$ cat config.mk
export PLATFORM = sky130hd
export DESIGN_NAME = three_wire_spi_register_master_unit
export DESIGN_NICKNAME = d
export VERILOG_FILES = /design/src/rtl/core/twspi_pkg.sv /design/src/rtl/core/three_wire_spi_register_master_unit.sv
export SDC_FILE = /design/constraint.sdc
export NUM_CORES = 1
export LEC_CHECK = 0
export BUFFER_PORTS_ARGS = -buffer_cell sky130_fd_sc_hd__buf_2
export CAP_MARGIN = 20
export CORE_AREA = 4 4 78 95
export CTS_BUF_LIST = sky130_fd_sc_hd__clkbuf_8
export CTS_CLUSTER_DIAMETER = 30
export CTS_CLUSTER_SIZE = 28
export DETAILED_ROUTE_END_ITERATION = 16
export DIE_AREA = 0 0 82 99
export HOLD_SLACK_MARGIN = 0.1
export PLACE_DENSITY = 0.75
export SYNTH_ARGS = -nofsm -noshare
export SYNTH_HDL_FRONTEND = slang
export SYNTH_SLANG_ARGS = --single-unit
$ cat constraint.sdc
create_clock -name i_clk -period 6.4 [get_ports i_clk]
set_input_delay 0.64 -clock i_clk [delete_from_list [all_inputs] [get_ports i_clk]]
set_output_delay 0.64 -clock i_clk [all_outputs]
set_load 0.02 [all_outputs]
$ cat src/rtl/core/twspi_pkg.sv
// Package for the three-wire register bus master: field layout of the stream
// items, default sizes, phase constants and the item kind codes.
// No dependencies.
`default_nettype none

package twspi_pkg;

    // Default frame geometry
    localparam int unsigned DEF_DATA_BITS   = 16;
    localparam int unsigned DEF_HEADER_BITS = 9;
    localparam int unsigned DEF_TURN_BITS   = 2;
    localparam int unsigned TRAIL_BITS      = 2;

    // Header word layout
    localparam int unsigned ADDR_W        = 7;
    localparam int unsigned READ_FLAG_BIT = 7;

    // Fixed field widths
    localparam int unsigned WVAL_W = 16;
    localparam int unsigned RVAL_W = 16;

    // Input item: tdata layout, lowest bit first
    localparam int unsigned IN_TDATA_W = 32;
    localparam int unsigned IN_IS_READ = 0;
    localparam int unsigned IN_ADDR_LO = 1;
    localparam int unsigned IN_WVAL_LO = 8;
    localparam int unsigned IN_PIN     = 24;

    // Result item: tdata layout, lowest bit first
    localparam int unsigned OUT_TDATA_W = 24;
    localparam int unsigned OUT_SEL     = 0;
    localparam int unsigned OUT_CLK     = 1;
    localparam int unsigned OUT_DRIVE   = 2;
    localparam int unsigned OUT_PIN     = 3;
    localparam int unsigned OUT_BUSY    = 4;
    localparam int unsigned OUT_RVAL_LO = 5;
    localparam int unsigned OUT_REJ     = 21;

    // Item kind carried in tuser
    typedef enum logic {
        MODE_START = 1'b0,
        MODE_TICK  = 1'b1
    } t_mode;

endpackage : twspi_pkg

`default_nettype wire

$ cat src/rtl/core/three_wire_spi_register_master_unit.sv
// Three-wire register bus master, one result item per input item.
// Depends on twspi_pkg for field layout, defaults and item kind codes.
//
//  channel  | dir | handshake            | tdata / tuser / tlast
//  ---------+-----+----------------------+-----------------------------------
//  slave    | in  | i_s_tvalid/o_s_tready| start or tick item, kind in tuser
//  master   | out | o_m_tvalid/i_m_tready| bit-period result, tlast = final
//
// Cycles: one item is accepted per clock unless stalled; its result appears
// in the output register the next cycle. The state update and result logic
// form one short combinational pass (a counter step, a compare, a one-bit
// shift). Reset: synchronous, active low; clears the control state and the
// output valid. Stalls: while the output register holds an untaken result,
// the input is held off; it is taken in the same cycle the result leaves.
`default_nettype none

module three_wire_spi_register_master_unit
    import twspi_pkg::*;
#(
    parameter int unsigned DATA_BITS   = DEF_DATA_BITS,
    parameter int unsigned HEADER_BITS = DEF_HEADER_BITS,
    parameter int unsigned TURN_BITS   = DEF_TURN_BITS
) (
    input  wire logic                   i_clk,
    input  wire logic                   i_rst_n,

    input  wire logic                   i_s_tvalid,
    output logic                        o_s_tready,
    // [0] is_read, [7:1] reg_address, [23:8] write_value, [24] pin_sample,
    // [31:25] zero
    input  wire logic [IN_TDATA_W-1:0]  i_s_tdata,
    // [0] mode
    input  wire logic [0:0]             i_s_tuser,

    output logic                        o_m_tvalid,
    input  wire logic                   i_m_tready,
    // [0] select_active, [1] clock_pulse, [2] pin_drive, [3] pin_out,
    // [4] busy_res, [20:5] read_value, [21] rejected, [23:22] zero
    output logic [OUT_TDATA_W-1:0]      o_m_tdata,
    // last
    output logic                        o_m_tlast
);

    // Phase boundaries, counted in bit periods from the start item
    localparam int unsigned TOTAL_MAX = HEADER_BITS + TURN_BITS + DATA_BITS + TRAIL_BITS;
    localparam int unsigned POS_W     = $clog2(TOTAL_MAX + 1);
    localparam int unsigned SEND_W    = HEADER_BITS + DATA_BITS;

    localparam logic [POS_W-1:0] HDR_END  = POS_W'(HEADER_BITS);
    localparam logic [POS_W-1:0] RD_DATA0 = POS_W'(HEADER_BITS + TURN_BITS);
    localparam logic [POS_W-1:0] WR_DATA0 = POS_W'(HEADER_BITS);
    localparam logic [POS_W-1:0] DATA_LEN = POS_W'(DATA_BITS);
    localparam logic [POS_W-1:0] TAIL_LEN = POS_W'(TRAIL_BITS);

    // Transaction state
    logic [POS_W-1:0]     r_pos, n_pos;
    logic                 r_active, n_active;
    logic                 r_read, n_read;
    logic [SEND_W-1:0]    r_send, n_send;
    logic [DATA_BITS-1:0] r_recv, n_recv;

    // Output register
    logic                   r_m_valid, n_m_valid;
    logic [OUT_TDATA_W-1:0] r_m_tdata, n_m_tdata;
    logic                   r_m_tlast, n_m_tlast;

    // Unpacked input fields
    t_mode             in_mode;
    logic              in_is_read;
    logic [ADDR_W-1:0] in_addr;
    logic [WVAL_W-1:0] in_wval;
    logic              in_pin;

    // Result fields of the current item
    logic              res_sel, res_clk, res_drive, res_pin, res_busy, res_last, res_rej;
    logic [RVAL_W-1:0] res_rval;

    logic             s_accept;
    logic [POS_W-1:0] data_start, trail_start, total, pos_next;

    assign in_mode    = t_mode'(i_s_tuser[0]);
    assign in_is_read = i_s_tdata[IN_IS_READ];
    assign in_addr    = i_s_tdata[IN_ADDR_LO +: ADDR_W];
    assign in_wval    = i_s_tdata[IN_WVAL_LO +: WVAL_W];
    assign in_pin     = i_s_tdata[IN_PIN];

    // Take a new item whenever the output register is empty or draining
    assign o_s_tready = !r_m_valid || i_m_tready;
    assign s_accept   = i_s_tvalid && o_s_tready;

    // Turnaround only exists on reads
    assign data_start  = r_read ? RD_DATA0 : WR_DATA0;
    assign trail_start = data_start + DATA_LEN;
    assign total       = trail_start + TAIL_LEN;
    assign pos_next    = r_pos + POS_W'(1);

    always_comb begin
        n_pos    = r_pos;
        n_active = r_active;
        n_read   = r_read;
        n_send   = r_send;
        n_recv   = r_recv;

        res_sel   = 1'b0;
        res_clk   = 1'b0;
        res_drive = 1'b0;
        res_pin   = 1'b0;
        res_busy  = 1'b0;
        res_last  = 1'b0;
        res_rej   = 1'b0;
        res_rval  = '0;

        case (in_mode)
            MODE_START: begin
                res_busy = 1'b1;
                if (r_active) begin
                    // Drop the start, keep the running transaction
                    res_rej = 1'b1;
                end else begin
                    n_read   = in_is_read;
                    n_send   = {HEADER_BITS'({in_is_read, in_addr}), DATA_BITS'(in_wval)};
                    n_recv   = '0;
                    n_pos    = '0;
                    n_active = 1'b1;
                end
            end
            MODE_TICK: begin
                if (r_active) begin
                    res_clk = 1'b1;
                    if (r_pos < HDR_END) begin
                        // Address word, MSB first
                        res_sel   = 1'b1;
                        res_drive = 1'b1;
                        res_pin   = r_send[SEND_W-1];
                        n_send    = {r_send[SEND_W-2:0], 1'b0};
                    end else if (r_pos < data_start) begin
                        // Turnaround: pin released
                        res_sel = 1'b1;
                    end else if (r_pos < trail_start) begin
                        res_sel = 1'b1;
                        if (!r_read) begin
                            res_drive = 1'b1;
                            res_pin   = r_send[SEND_W-1];
                            n_send    = {r_send[SEND_W-2:0], 1'b0};
                        end
                        n_recv = {r_recv[DATA_BITS-2:0], in_pin};
                    end

                    if (pos_next >= total) begin
                        n_active = 1'b0;
                        n_pos    = '0;
                        res_last = 1'b1;
                        res_rval = RVAL_W'(n_recv);
                    end else begin
                        n_pos    = pos_next;
                        res_busy = 1'b1;
                    end
                end
            end
            default: begin
                res_busy = 1'b0;
            end
        endcase
    end

    always_comb begin
        n_m_tdata = '0;
        n_m_tdata[OUT_SEL]                = res_sel;
        n_m_tdata[OUT_CLK]                = res_clk;
        n_m_tdata[OUT_DRIVE]              = res_drive;
        n_m_tdata[OUT_PIN]                = res_pin;
        n_m_tdata[OUT_BUSY]               = res_busy;
        n_m_tdata[OUT_RVAL_LO +: RVAL_W]  = res_rval;
        n_m_tdata[OUT_REJ]                = res_rej;
        n_m_tlast                         = res_last;

        // Hold the result until taken; refill on every accept
        if (s_accept) begin
            n_m_valid = 1'b1;
        end else if (i_m_tready) begin
            n_m_valid = 1'b0;
        end else begin
            n_m_valid = r_m_valid;
        end
    end

    // Control state
    always_ff @(posedge i_clk) begin
        if (!i_rst_n) begin
            r_active  <= 1'b0;
            r_pos     <= '0;
            r_read    <= 1'b0;
            r_m_valid <= 1'b0;
        end else begin
            r_m_valid <= n_m_valid;
            if (s_accept) begin
                r_active <= n_active;
                r_pos    <= n_pos;
                r_read   <= n_read;
            end
        end
    end

    // Shift registers and result payload
    always_ff @(posedge i_clk) begin
        if (s_accept) begin
            r_send    <= n_send;
            r_recv    <= n_recv;
            r_m_tdata <= n_m_tdata;
            r_m_tlast <= n_m_tlast;
        end
    end

    assign o_m_tvalid = r_m_valid;
    assign o_m_tdata  = r_m_tdata;
    assign o_m_tlast  = r_m_tlast;

endmodule : three_wire_spi_register_master_unit

`default_nettype wire

[Word level (Yosys, flattened, before mapping)]
Cells that the tools add are included.
Cells by class
  equal/unequal tests: 5
  reductions and logical operators: 9
  add/subtract/negate cells: 3
  multiply operators: 0
  muxes and demuxes: 36
  bitwise gates (word level): 2
  shift operators: 0
  div/mod/pow operators: 0
  order comparisons: 4
Operator list (number)
  $mux 25: 6
  $mux 16: 5
  $pmux 25 s2: 1
  $pmux 16 s2: 1
  $mux 1: 17
  $mux 5: 3
  $pmux 5 s2: 1
  $reduce_and 3->1: 3
  $reduce_and 6->1: 1
  $add 4x5->5 const B: 1
  $add 5x1->5 const B: 1
  $add 5x2->5 const B: 1
  $ge 5x5->1: 1
  $lt 5x4->1: 1
  $lt 5x4->1 const B: 1
  $lt 5x5->1: 1
  $ne 3x1->1 const B: 1
  $ne 3x2->1 const B: 1
  $ne 3x3->1 const B: 1
  $mux 2: 1
  $ne 2x1->1 const B: 1
  $ne 2x2->1 const B: 1
  $not 1->1: 2
  $pmux 1 s2: 1
  5 further kinds: 5
Storage, ports and cells
  flip-flop bits (word level): 72
  output and inout bits: 27
  memories: 0
  input port bits: 37
  latch bits: 0
  word-level logic and storage cells: 71
  ROM bits: 0
  bits in writable memories: 0

[Depth between registers and ports, before layout]
Gate-level depths: netlist (run 1).
  depth after elaboration: 8
  mapped depth: 9
  depth with buffers taken out: 7

[Worst setup path before layout (run 1)]
Ideal clock, no wire load.
  path type: flip-flop to flip-flop
  start point: reg r_read
  end point: reg r_send[0] (enable)
  buffers on the path: 0
  setup slack: 2.848 ns
  cell stages (with the launch flop): 8
  period minus slack after synthesis: 3.552 ns
  data required time: 5.969 ns
  setup time: 0.431 ns
  arrival time: 3.121 ns
  cells stage by stage: dfxtp_1 inv_1 ha_1 a211oi_2 o21ai_1 o21a_1 o22a_1 a2111oi_2
Between the ends
  cells in the longest elaborated chain, start to end: 5
  elaborated cells on any way between the ends: 8
  classes of those cells: add/sub (1); order compare (2); eq/ne (3); mux (1); reduce/logical (1)
Ends and longest elaborated chain
  start, declared: line three_wire_spi_register_master_unit.sv:58  | logic r_read, n_read;
  start signal, assigned: line three_wire_spi_register_master_unit.sv:199  | r_read <= n_read;
  $mux 2: line three_wire_spi_register_master_unit.sv:92  | assign data_start = r_read ? RD_DATA0 : WR_DATA0;
  $add 4x5->5: line three_wire_spi_register_master_unit.sv:93  | assign trail_start = data_start + DATA_LEN;
  $lt 5x5->1: line three_wire_spi_register_master_unit.sv:139  | end else if (r_pos < trail_start) begin
  $ne 3x1->1 (no line)
  $reduce_and 6->1 (no line) (*)
  end signal, assigned: line three_wire_spi_register_master_unit.sv:207  | r_send <= n_send;
  end, declared: line three_wire_spi_register_master_unit.sv:59  | logic [SEND_W-1:0] r_send, n_send;
Every way passes the cells marked *; elsewhere a longest branch is shown, timed or not.
A chain may end at the register's enable or synchronous reset.

[Worst setup path after layout (run 1)]
  start point: in i_s_tuser
  end point: reg r_pos[0]
Between the ends
  cells in the longest elaborated chain, start to end: 3
  elaborated cells on any way between the ends: 5
  classes of those cells: eq/ne (2); mux (1); bitwise (1); reduce/logical (1)
Ends and longest elaborated chain
  start, declared: line three_wire_spi_register_master_unit.sv:33  | input wire logic [0:0] i_s_tuser,
  $not 1->1
  $ne 2x2->1 (no line)
  $reduce_and 3->1 (no line)
  end signal, assigned: line three_wire_spi_register_master_unit.sv:198  | r_pos <= n_pos;
  end, declared: line three_wire_spi_register_master_unit.sv:56  | logic [POS_W-1:0] r_pos, n_pos;
Several ways; a longest one is shown, not always the timed one.

==> impl_metrics.env, run 1 <==
export IMPL_finClkSkew_ns=0.0107
export IMPL_holdBufCountCts=0
export IMPL_wl_per_cell_um=13.0
export IMPL_dp_hpwl_um=3410
export IMPL_first_iter_violations=85
export IMPL_cts_setup_buffers=0
export IMPL_htree_levels=3
export IMPL_max_freq_mhz=262
export IMPL_ir_drop_v=0.000177
export IMPL_holdWs_ns=0.529
export IMPL_numClockSinks=72
export IMPL_cts_tree="built"
export IMPL_syn_avg_cell_area_um2=14.2
export IMPL_setup_total_negative_slack_ns=0
export IMPL_path_class="in -> reg"
export IMPL_vias=1846
export IMPL_die_w_um=82
export IMPL_cp_arrival_ns=4.07
export IMPL_wl_um=4810
export IMPL_ctsResizeCount=0
export IMPL_min_to="r_send[24]"
export IMPL_yosysWarnings=0
export IMPL_switching_power_w=0.000207
export IMPL_p_per_area_nw_per_um2=266
export IMPL_grt_max_degree=35
export IMPL_rsz0062_at_grt="no"
export IMPL_firstDrtPassIters=4
export IMPL_max_cap_violations=0
export IMPL_yosysTopAreaCell="edfxtp_1"
export IMPL_ant_nets=0
export IMPL_hold_path_depth=1
export IMPL_setup_viol=0
export IMPL_seqCellArea_um2=2080
export IMPL_r2r_setup_slack_ns=3.41
export IMPL_cts_buffer_depth=2
export IMPL_nFillCells=527
export IMPL_ys_seq_area_frac=0.654
export IMPL_slew_limit_headroom=0.272
export IMPL_ys_types=38
export IMPL_period_share=0.595
export IMPL_yosys_top_cells_area="edfxtp_1, mux2_2, dfxtp_1"
export IMPL_core_area_um2=6410
export IMPL_r2r_end="r_send[12]"
export IMPL_drive_gt1_frac=0.346
export IMPL_insertion_delay_ns=0.33
export IMPL_nets=327
export IMPL_cp_max_fo=34
export IMPL_synthesis_instances=225
export IMPL_grt_use_total=0.127
export IMPL_worstSetupStartpointType="primary input"
export IMPL_rows=32
export IMPL_r2r_start="r_read"
export IMPL_cts_inserted_buffers=9
export IMPL_syn_to_final_growth_pct=17.2
export IMPL_gp_congestion=0.779
export IMPL_fin_crit_ns=3.81
export IMPL_hold_class="reg -> reg"
export IMPL_drv_slew=0
export IMPL_drcViolationCount=0
export IMPL_antenna_found_initial=0
export IMPL_r2r_cells=8
export IMPL_endpoint_kind="flop"
export IMPL_p_leak_nw=1.53
export IMPL_die_y_um=99
export IMPL_required_ns=6.66
export IMPL_p_int_w=0.000788
export IMPL_synth_area_um2=3180
export IMPL_grt_ovfl_total=0
export IMPL_start_util=0.497
export IMPL_hold_start="r_send[23]"
export IMPL_diodes=0
export IMPL_multiInputGateArea_um2=1030
export IMPL_tightestPinTransition_ns=1.09
export IMPL_grt_pass1_wl_um=7960
export IMPL_yosys_area_top_type_share=0.604
export IMPL_port_buffers=54
export IMPL_clkSlewWorstSetupHoldPaths_ns=0.07
export IMPL_hold_violations=0
export IMPL_viasPerCell=4.98
export IMPL_synth_seq_cells=72
export IMPL_die_area_um2=8120
export IMPL_root_buffer="clkbuf_8"
export IMPL_p_clk_frac=0.364
export IMPL_boundaryPins=64
export IMPL_switching_share=0.208
export IMPL_status="completed"
export IMPL_grt_pass1_vias=1802
export IMPL_seqPwrFrac=0.553
export IMPL_pwr_share_comb=0.083
==> layer usage <==
| metal | track usage | wire [µm] | share of wire |
|---|---|---|---|
| met1 | 0.163 | 2150 | 0.45 |
| met3 | 0.0439 | 388 | 0.081 |
| met4 | 0.0537 | 94 | 0.020 |
| met5 | 0 | 0 | 0 |
| met2 | 0.194 | 2180 | 0.45 |
==> flip-flops by register name, indices dropped and copies added, names as in the netlist <==
register    cells
r_active        1
r_pos           5
r_read          1
o_m_tdata      22
o_m_tvalid      1
o_m_tlast       1
r_recv         16
r_send         25
==> logic make-up after synthesis <==
family                   synth area share
other                             0.00118
XOR/XNOR                           0.0106
adder cells (fa/ha/maj)            0.0314
AO/OA/AOI/OAI                      0.0519
buffers and inverters              0.0275
multiplexers                        0.132
flip-flops                          0.654
AND/OR/NAND/NOR                    0.0919
==> stage by stage <==
| step | setup WS, ns | instance area, µm² | std cells | utilization | power (W) |
|---|---|---|---|---|---|
| 2_1_floorplan | 2.85 | 3190 | 226 | - | 0.000615 |
| 3_3_place_gp | 2.30 | 3530 | 356 | 0.551 | 0.000641 |
| 3_5_place_dp | 2.19 | 3530 | 356 | 0.551 | 0.000643 |
| 4_1_cts | 2.54 | 3730 | 371 | 0.583 | 0.00100 |
| 5_1_grt | 2.23 | 3730 | 371 | 0.583 | 0.00104 |
| 6_report | 2.59 | 3730 | 371 | 0.583 | 0.000994 |
==> power by group through the flow <==
stage                     Combinational, W  Clock (W)  Sequential [W]
after floorplan                  0.0000470          0        0.000568
after global placement           0.0000814          0        0.000559
after detailed placement         0.0000832          0        0.000560
after CTS                        0.0000834   0.000371        0.000550
after global routing             0.0000913   0.000394        0.000552
final                            0.0000822   0.000362        0.000550
==> how the worst max path moves through the flow <==
stage / start / endpoint / depth (start not counted)
after global routing: i_s_tuser / r_pos[0] / 7
after detailed placement: i_s_tuser / r_pos[0] / 7
after global placement: i_s_tuser / r_pos[0] / 7
after floorplan: r_read / r_send[0] / 7
after CTS: i_s_tuser / r_pos[0] / 7
final: i_s_tuser / r_pos[0] / 7
==> placed cells by master, fill, tap and decap left out, drive strengths merged, types with 3 or more instances in the layout <==
cell / instances
inv: 9
clkbuf: 9
clkinv: 3
edfxtp: 64
a21boi: 3
nor2: 39
o21ai: 6
mux2i: 16
o32ai: 3
mux2: 23
buf: 55
ha: 8
nor2b: 4
nand2: 10
dfxtp: 8
==> area by class of cell <==
cell class              instances  area share
flip-flops and latches         72       0.558
multi-input cells             136       0.277
repair buffers                 55      0.0744
clock buffers                   9      0.0332
well taps                      85      0.0285
clock inverters                 6      0.0208
inverters                       8     0.00805
==> worst max-delay path, cell delays in order <==
cell and delay [ns]:
buf_2 0.55, clkinv_1 0.67, ha_1 0.52, nor3b_4 0.80
nand2_1 0.27, or4b_1 0.51, o21ai_1 0.08
==> Yosys cell counts (all sizes together) <==
cell type and instances:
nor3b 1, o32ai 3, xnor2 1, and2 2, or4b 2, a211oi 2, clkinv 1, dfxtp 8
nor2b 4, mux2i 16, ha 8, edfxtp 64, a21oi 2, xor2 2, nor2 39, buf 7
nand2 10, nand3 2, mux2 23, o22a 1, conb 1, nand2b 2, o21a 1, a2111oi 1
a21boi 3, clkbuf 3, nor3 1, o21ai 6, a31oi 2, inv 7
No activity file was read; power rests on OpenSTA's default activity.
==> inputs of run 2 (changes only) <==
PLACE_DENSITY = 0.78   (was 0.75)
clock period = 3.5 ns   (was 6.4 ns; I/O delays follow)
==> run 2 against run 1 <==
Compared with the run above:
- clock skew fell by 0.0016 ns
- die area did not move
- final cell count rose by 1.3%
- sequential cell count did not move
- clock power rose by 83%
- non-clock buffer count rose by 4
- sequential power rose by 82%
- setup slack got worse by 1.7 ns
- cell area rose by 0.97%
- utilization rose by 0.57 points
- largest cell class unchanged
- highest routed layer unchanged
==> impl_metrics.env, run 2 (synthesis gave the netlist of run 1 again) <==
export IMPL_status="completed"
export IMPL_p_leak_nw=1.54
export IMPL_drive_gt1_frac=0.361
export IMPL_viasPerCell=5.03
export IMPL_largest_register_ff_count=25
export IMPL_top_layer_used="met4"
export IMPL_setup_viol=0
export IMPL_vias=1891
export IMPL_cts_setup_buffers=0
export IMPL_postPlaceCellArea_um2=3560
export IMPL_min_to="r_send[18]"
export IMPL_final_common_cell="edfxtp_1"
export IMPL_worstSetupStartpointType="flop"
export IMPL_layout_common_cells="edfxtp_1, buf_2, nor2_1"
export IMPL_cp_arrival_ns=2.61
export IMPL_grt_pass1_wl_um=8410
export IMPL_required_ns=3.51
export IMPL_p_per_area_nw_per_um2=484
export IMPL_r2r_setup_slack_ns=0.90
export IMPL_holdBufCountCts=0
export IMPL_cts_tree="built"
export IMPL_drv_slew=0
export IMPL_drcViolationCount=0
export IMPL_rows=32
export IMPL_start_util=0.497
export IMPL_hold_path_depth=2
export IMPL_insertion_delay_ns=0.34
export IMPL_diodes=0
export IMPL_port_buffers=54
export IMPL_dp_hpwl_um=3620
export IMPL_gp_congestion=0.750
export IMPL_pre_cts_slack_ns=0.916
export IMPL_r2r_end="r_send[8]"
export IMPL_endpoint_kind="flop"
export IMPL_finClkSkew_ns=0.00909
export IMPL_hold_start="i_s_tdata[3]"
export IMPL_core_area_um2=6410
export IMPL_rsz0062_at_grt="no"
export IMPL_root_buffer="clkbuf_8"
export IMPL_tightestPinTransition_ns=0.912
export IMPL_hold_violations=0
export IMPL_r2r_cells=8
export IMPL_dr_wl_met3_um=447
export IMPL_max_freq_mhz=385
export IMPL_met1_length_um=2050
export IMPL_wl_um=5060
export IMPL_path_class="reg -> reg"
export IMPL_slew_limit_headroom=0.392
export IMPL_wl_per_cell_um=13.5
export IMPL_nFillCells=516
export IMPL_r2r_start="r_read"
export IMPL_top_register="r_send"
export IMPL_fin_area_um2=3770
export IMPL_die_y_um=99
export IMPL_die_area_um2=8120
export IMPL_cp_max_fo=25
export IMPL_period_share=0.743
export IMPL_antenna_found_initial=0
export IMPL_nets=331
export IMPL_max_cap_violations=0
export IMPL_die_w_um=82
export IMPL_fin_crit_ns=2.60
export IMPL_setup_total_negative_slack_ns=0
export IMPL_cts_buffer_depth=2
export IMPL_first_iter_violations=48
export IMPL_ir_drop_v=0.000280
export IMPL_firstDrtPassIters=5
export IMPL_route_met2_wl_um=2510
export IMPL_htree_levels=3
export IMPL_clkSlewWorstSetupHoldPaths_ns=0.07
export IMPL_hold_class="in -> reg"
export IMPL_grt_max_degree=34
export IMPL_final_util=0.588
export IMPL_grt_use_total=0.141
export IMPL_ctsResizeCount=0
export IMPL_cts_inserted_buffers=9
export IMPL_fin_ws_ns=0.901
export IMPL_grt_ovfl_total=0
export IMPL_ant_nets=0
export IMPL_syn_to_final_growth_pct=18.3
export IMPL_boundaryPins=64
export IMPL_grt_pass1_vias=1855
export IMPL_numClockSinks=72
==> run 2: cell types whose count changed in the layout (fill, tap and decap cells not counted), sizes merged <==
| cell | before | now |
|---|---|---|
| buf | 55 | 59 |
| inv | 9 | 8 |
| clkinv | 3 | 1 |
| clkbuf | 9 | 11 |
| clkinvlp | 0 | 3 |
| bufinv | 2 | 1 |
==> run 2: area by class of cell <==
type	instances	area [µm²]	area share
Clock inverter	5	56.3	0.0149
Inverter	8	30.0	0.00797
Timing Repair Buffer	59	308	0.0817
Multi-Input combinational cell	136	1030	0.275
Clock buffer	11	151	0.0402
Sequential cell	72	2080	0.552
Tap cell	85	106	0.0282
==> run 2: worst max-delay path by stage <==
stage | startpoint | to | depth (start not counted)
6_report | r_read | r_send[8] | 8
5_1_grt | r_read | r_send[13] | 8
4_1_cts | r_read | r_send[1] | 8
3_5_place_dp | r_read | r_send[7] | 8
3_3_place_gp | r_read | r_send[4] | 8
2_1_floorplan | r_read | r_send[0] | 7
==> run 2: stage by stage <==
stage          total power (W)  hold slack [ns]  std cells
2_1_floorplan          0.00113            0.481        226
3_3_place_gp           0.00117            0.512        360
3_5_place_dp           0.00118            0.529        360
4_1_cts                0.00184            0.286        376
5_1_grt                0.00191            0.280        376
6_report               0.00182            0.307        376
==> run 2: power by group <==
group	switching, W	internal, W
Sequential	0.0000152	0.000990
Clock	0.000299	0.000365
Combinational	0.0000904	0.0000631
Total	0.000405	0.00142
==> run 2: critical path, stage by stage, from the launching register on <==
cell and delay [ns]:
dfxtp_1 0.36, inv_1 0.08, ha_1 0.29, a211oi_2 0.33, o21ai_1 0.13, o21a_1 0.12
o22a_1 0.25, a2111oi_4 0.35, buf_4 0.36
==> run 2: metal layers <==
metal	vias to the layer above	GRT usage
met5	-	0
met4	0	0.0563
met3	5	0.0759
met2	63	0.218
met1	885	0.160
li1	938	-
==> inputs of run 3 (changes only) <==
PLACE_DENSITY = 0.75   (was 0.78)
clock period = 2.65 ns   (was 3.5 ns; I/O delays follow)
==> run 3 against run 2 <==
Compared with the run above:
- total power is 25% higher
- critical path depth is 1 lower
- worst hold slack worse by 0.091 ns
- clock skew is 0.0018 ns lower
- via count is 0.58% higher
- sequential share of layout area hardly changed
- critical endpoint is now o_m_tdata[10]
==> impl_metrics.env, run 3 (synthesis gave the netlist of run 1 again) <==
export IMPL_seqPwrFrac=0.582
export IMPL_ir_drop_v=0.000450
export IMPL_fin_ws_ns=0.306
export IMPL_endpoint_kind="flop"
export IMPL_worstSetupStartpointType="flop"
export IMPL_first_iter_violations=77
export IMPL_p_per_area_nw_per_um2=605
export IMPL_numClockSinks=72
export IMPL_gp_congestion=0.715
export IMPL_crit_path_start="r_pos[0]"
export IMPL_met1_length_um=2080
export IMPL_fin_cells=378
export IMPL_post_place_cells=362
export IMPL_setup_viol=0
export IMPL_p_clk_frac=0.326
export IMPL_drcViolationCount=0
export IMPL_switching_power_w=0.000546
export IMPL_cts_setup_buffers=0
export IMPL_holdBufCountCts=0
export IMPL_htree_levels=3
export IMPL_p_int_w=0.00173
export IMPL_cts_buffer_depth=2
export IMPL_r2r_start="r_pos[0]"
export IMPL_cp_depth=7
export IMPL_dr_wl_met3_um=376
export IMPL_die_area_um2=8120
export IMPL_cts_tree="built"
export IMPL_path_class="reg -> reg"
export IMPL_start_util=0.497
export IMPL_grt_pass1_vias=1898
export IMPL_endpoint="o_m_tdata[10]"
export IMPL_max_freq_mhz=427
export IMPL_grt_ovfl_total=0
export IMPL_die_y_um=99
export IMPL_slowest_stage="dfxtp_1"
export IMPL_core_area_um2=6410
export IMPL_r2r_end="o_m_tdata[10]"
export IMPL_finClkSkew_ns=0.00733
export IMPL_holdWs_ns=0.215
export IMPL_vias=1902
export IMPL_cp_common_cell="ha_1"
export IMPL_clkSlewWorstSetupHoldPaths_ns=0.08
export IMPL_ant_nets=0
export IMPL_crit_buf_inv=0
export IMPL_cts_inserted_buffers=9
export IMPL_grt_max_degree=27
export IMPL_top_layer_used="met4"
export IMPL_antenna_found_initial=0
export IMPL_port_buffers=54
export IMPL_top_register="r_send"
export IMPL_required_ns=2.85
export IMPL_cp_max_fo=17
export IMPL_cp_arrival_ns=2.54
export IMPL_boundaryPins=64
export IMPL_syn_to_final_growth_pct=18.4
export IMPL_cpPeakStageDelay_ns=0.49
export IMPL_firstDrtPassIters=4
export IMPL_pre_cts_slack_ns=0.295
export IMPL_final_common_cell="edfxtp_1"
export IMPL_max_cap_violations=0
export IMPL_period_share=0.884
export IMPL_fin_crit_ns=2.34
export IMPL_insertion_delay_ns=0.34
export IMPL_wl_um=5040
export IMPL_p_leak_nw=1.54
export IMPL_r2r_cells=7
export IMPL_grt_use_total=0.138
export IMPL_wl_per_cell_um=13.3
export IMPL_viasPerCell=5.03
export IMPL_hold_class="in -> reg"
export IMPL_ctsResizeCount=0
export IMPL_rows=32
export IMPL_pwr_share_comb=0.092
export IMPL_path_delay_family="simple AND/OR/NAND/NOR gates"
export IMPL_nFillCells=516
export IMPL_status="completed"
export IMPL_final_util=0.588
export IMPL_diodes=0
export IMPL_r2r_setup_slack_ns=0.31
export IMPL_largest_register_ff_count=25
export IMPL_nets=333
export IMPL_rsz0062_at_grt="no"
export IMPL_layout_common_cells="edfxtp_1, buf_2, nor2_1"
export IMPL_root_buffer="clkbuf_8"
export IMPL_grt_pass1_wl_um=8400
export IMPL_path_cells="ha_1 > ha_1 > nor2b_1 > o21ai_1 > a211oi_4 > nand2_2 > nor2_1"
export IMPL_switching_share=0.240
export IMPL_hold_violations=0
export IMPL_drive_gt1_frac=0.379
export IMPL_drv_slew=0
export IMPL_route_met2_wl_um=2470
export IMPL_die_w_um=82
export IMPL_dp_hpwl_um=3630
-- run 3: changes by cell type in the layout (fill, tap and decap cells not counted), moves of 2 or more --
cell        previous run  this run
clkinv_4               0         2
buf_4                  5         7
clkinv_2               0         2
dfxtp_1                8         6
dfxtp_2                0         2
inv_1                  8         6
clkinvlp_4             3         1
clkbuf_8              11         9
-- run 3: metrics by stage --
stage / area [µm²] / setup TNS [ns] / power [W]
final: 3770 / 0 / 0.00228
after floorplan: 3220 / -1.56 / 0.00149
after CTS: 3770 / 0 / 0.00231
after global routing: 3770 / 0 / 0.00239
after detailed placement: 3600 / 0 / 0.00157
after global placement: 3600 / 0 / 0.00156
-- run 3: worst min-delay path by stage --
stage	cells past startpoint	slack, ns	to	start
2_1_floorplan	2	0.44	r_read	i_s_tdata[0]
3_3_place_gp	2	0.50	r_pos[4]	r_pos[4]
3_5_place_dp	2	0.52	r_pos[4]	r_pos[4]
4_1_cts	2	0.20	r_send[18]	i_s_tdata[3]
5_1_grt	2	0.21	r_send[6]	i_s_tdata[14]
6_report	2	0.22	r_send[22]	i_s_tdata[7]
-- run 3: final cells by class --
cell class	instances	area [µm²]	share of cell area
clock buffer	9	124	0.0329
clock inverter	7	47.5	0.0126
inverter	8	30.0	0.00797
multi-input combinational	136	1050	0.280
sequential	72	2080	0.553
tap	85	106	0.0282
timing repair buffer	61	323	0.0856
-- run 3: power by group through the flow --
stage | registers (W) | clock network, W | logic, W
final | 0.00133 | 0.000742 | 0.000209
after global routing | 0.00133 | 0.000820 | 0.000233
after CTS | 0.00133 | 0.000773 | 0.000213
after detailed placement | 0.00135 | 0 | 0.000212
after global placement | 0.00135 | 0 | 0.000206
after floorplan | 0.00137 | 0 | 0.000119
-- run 3: metal layers --
metal / global-route usage / vias up
li1: - / 945
met1: 0.158 / 882
met2: 0.221 / 66
met3: 0.0411 / 9
met4: 0.0895 / 0
met5: 0 / -
-- run 3: worst reg2reg max path: stages, from the launching register on --
cell and delay, ns:
dfxtp_1 0.49, ha_1 0.30, ha_1 0.28, nor2b_1 0.12, o21ai_1 0.12, a211oi_4 0.42, nand2_2 0.29, nor2_1 0.18
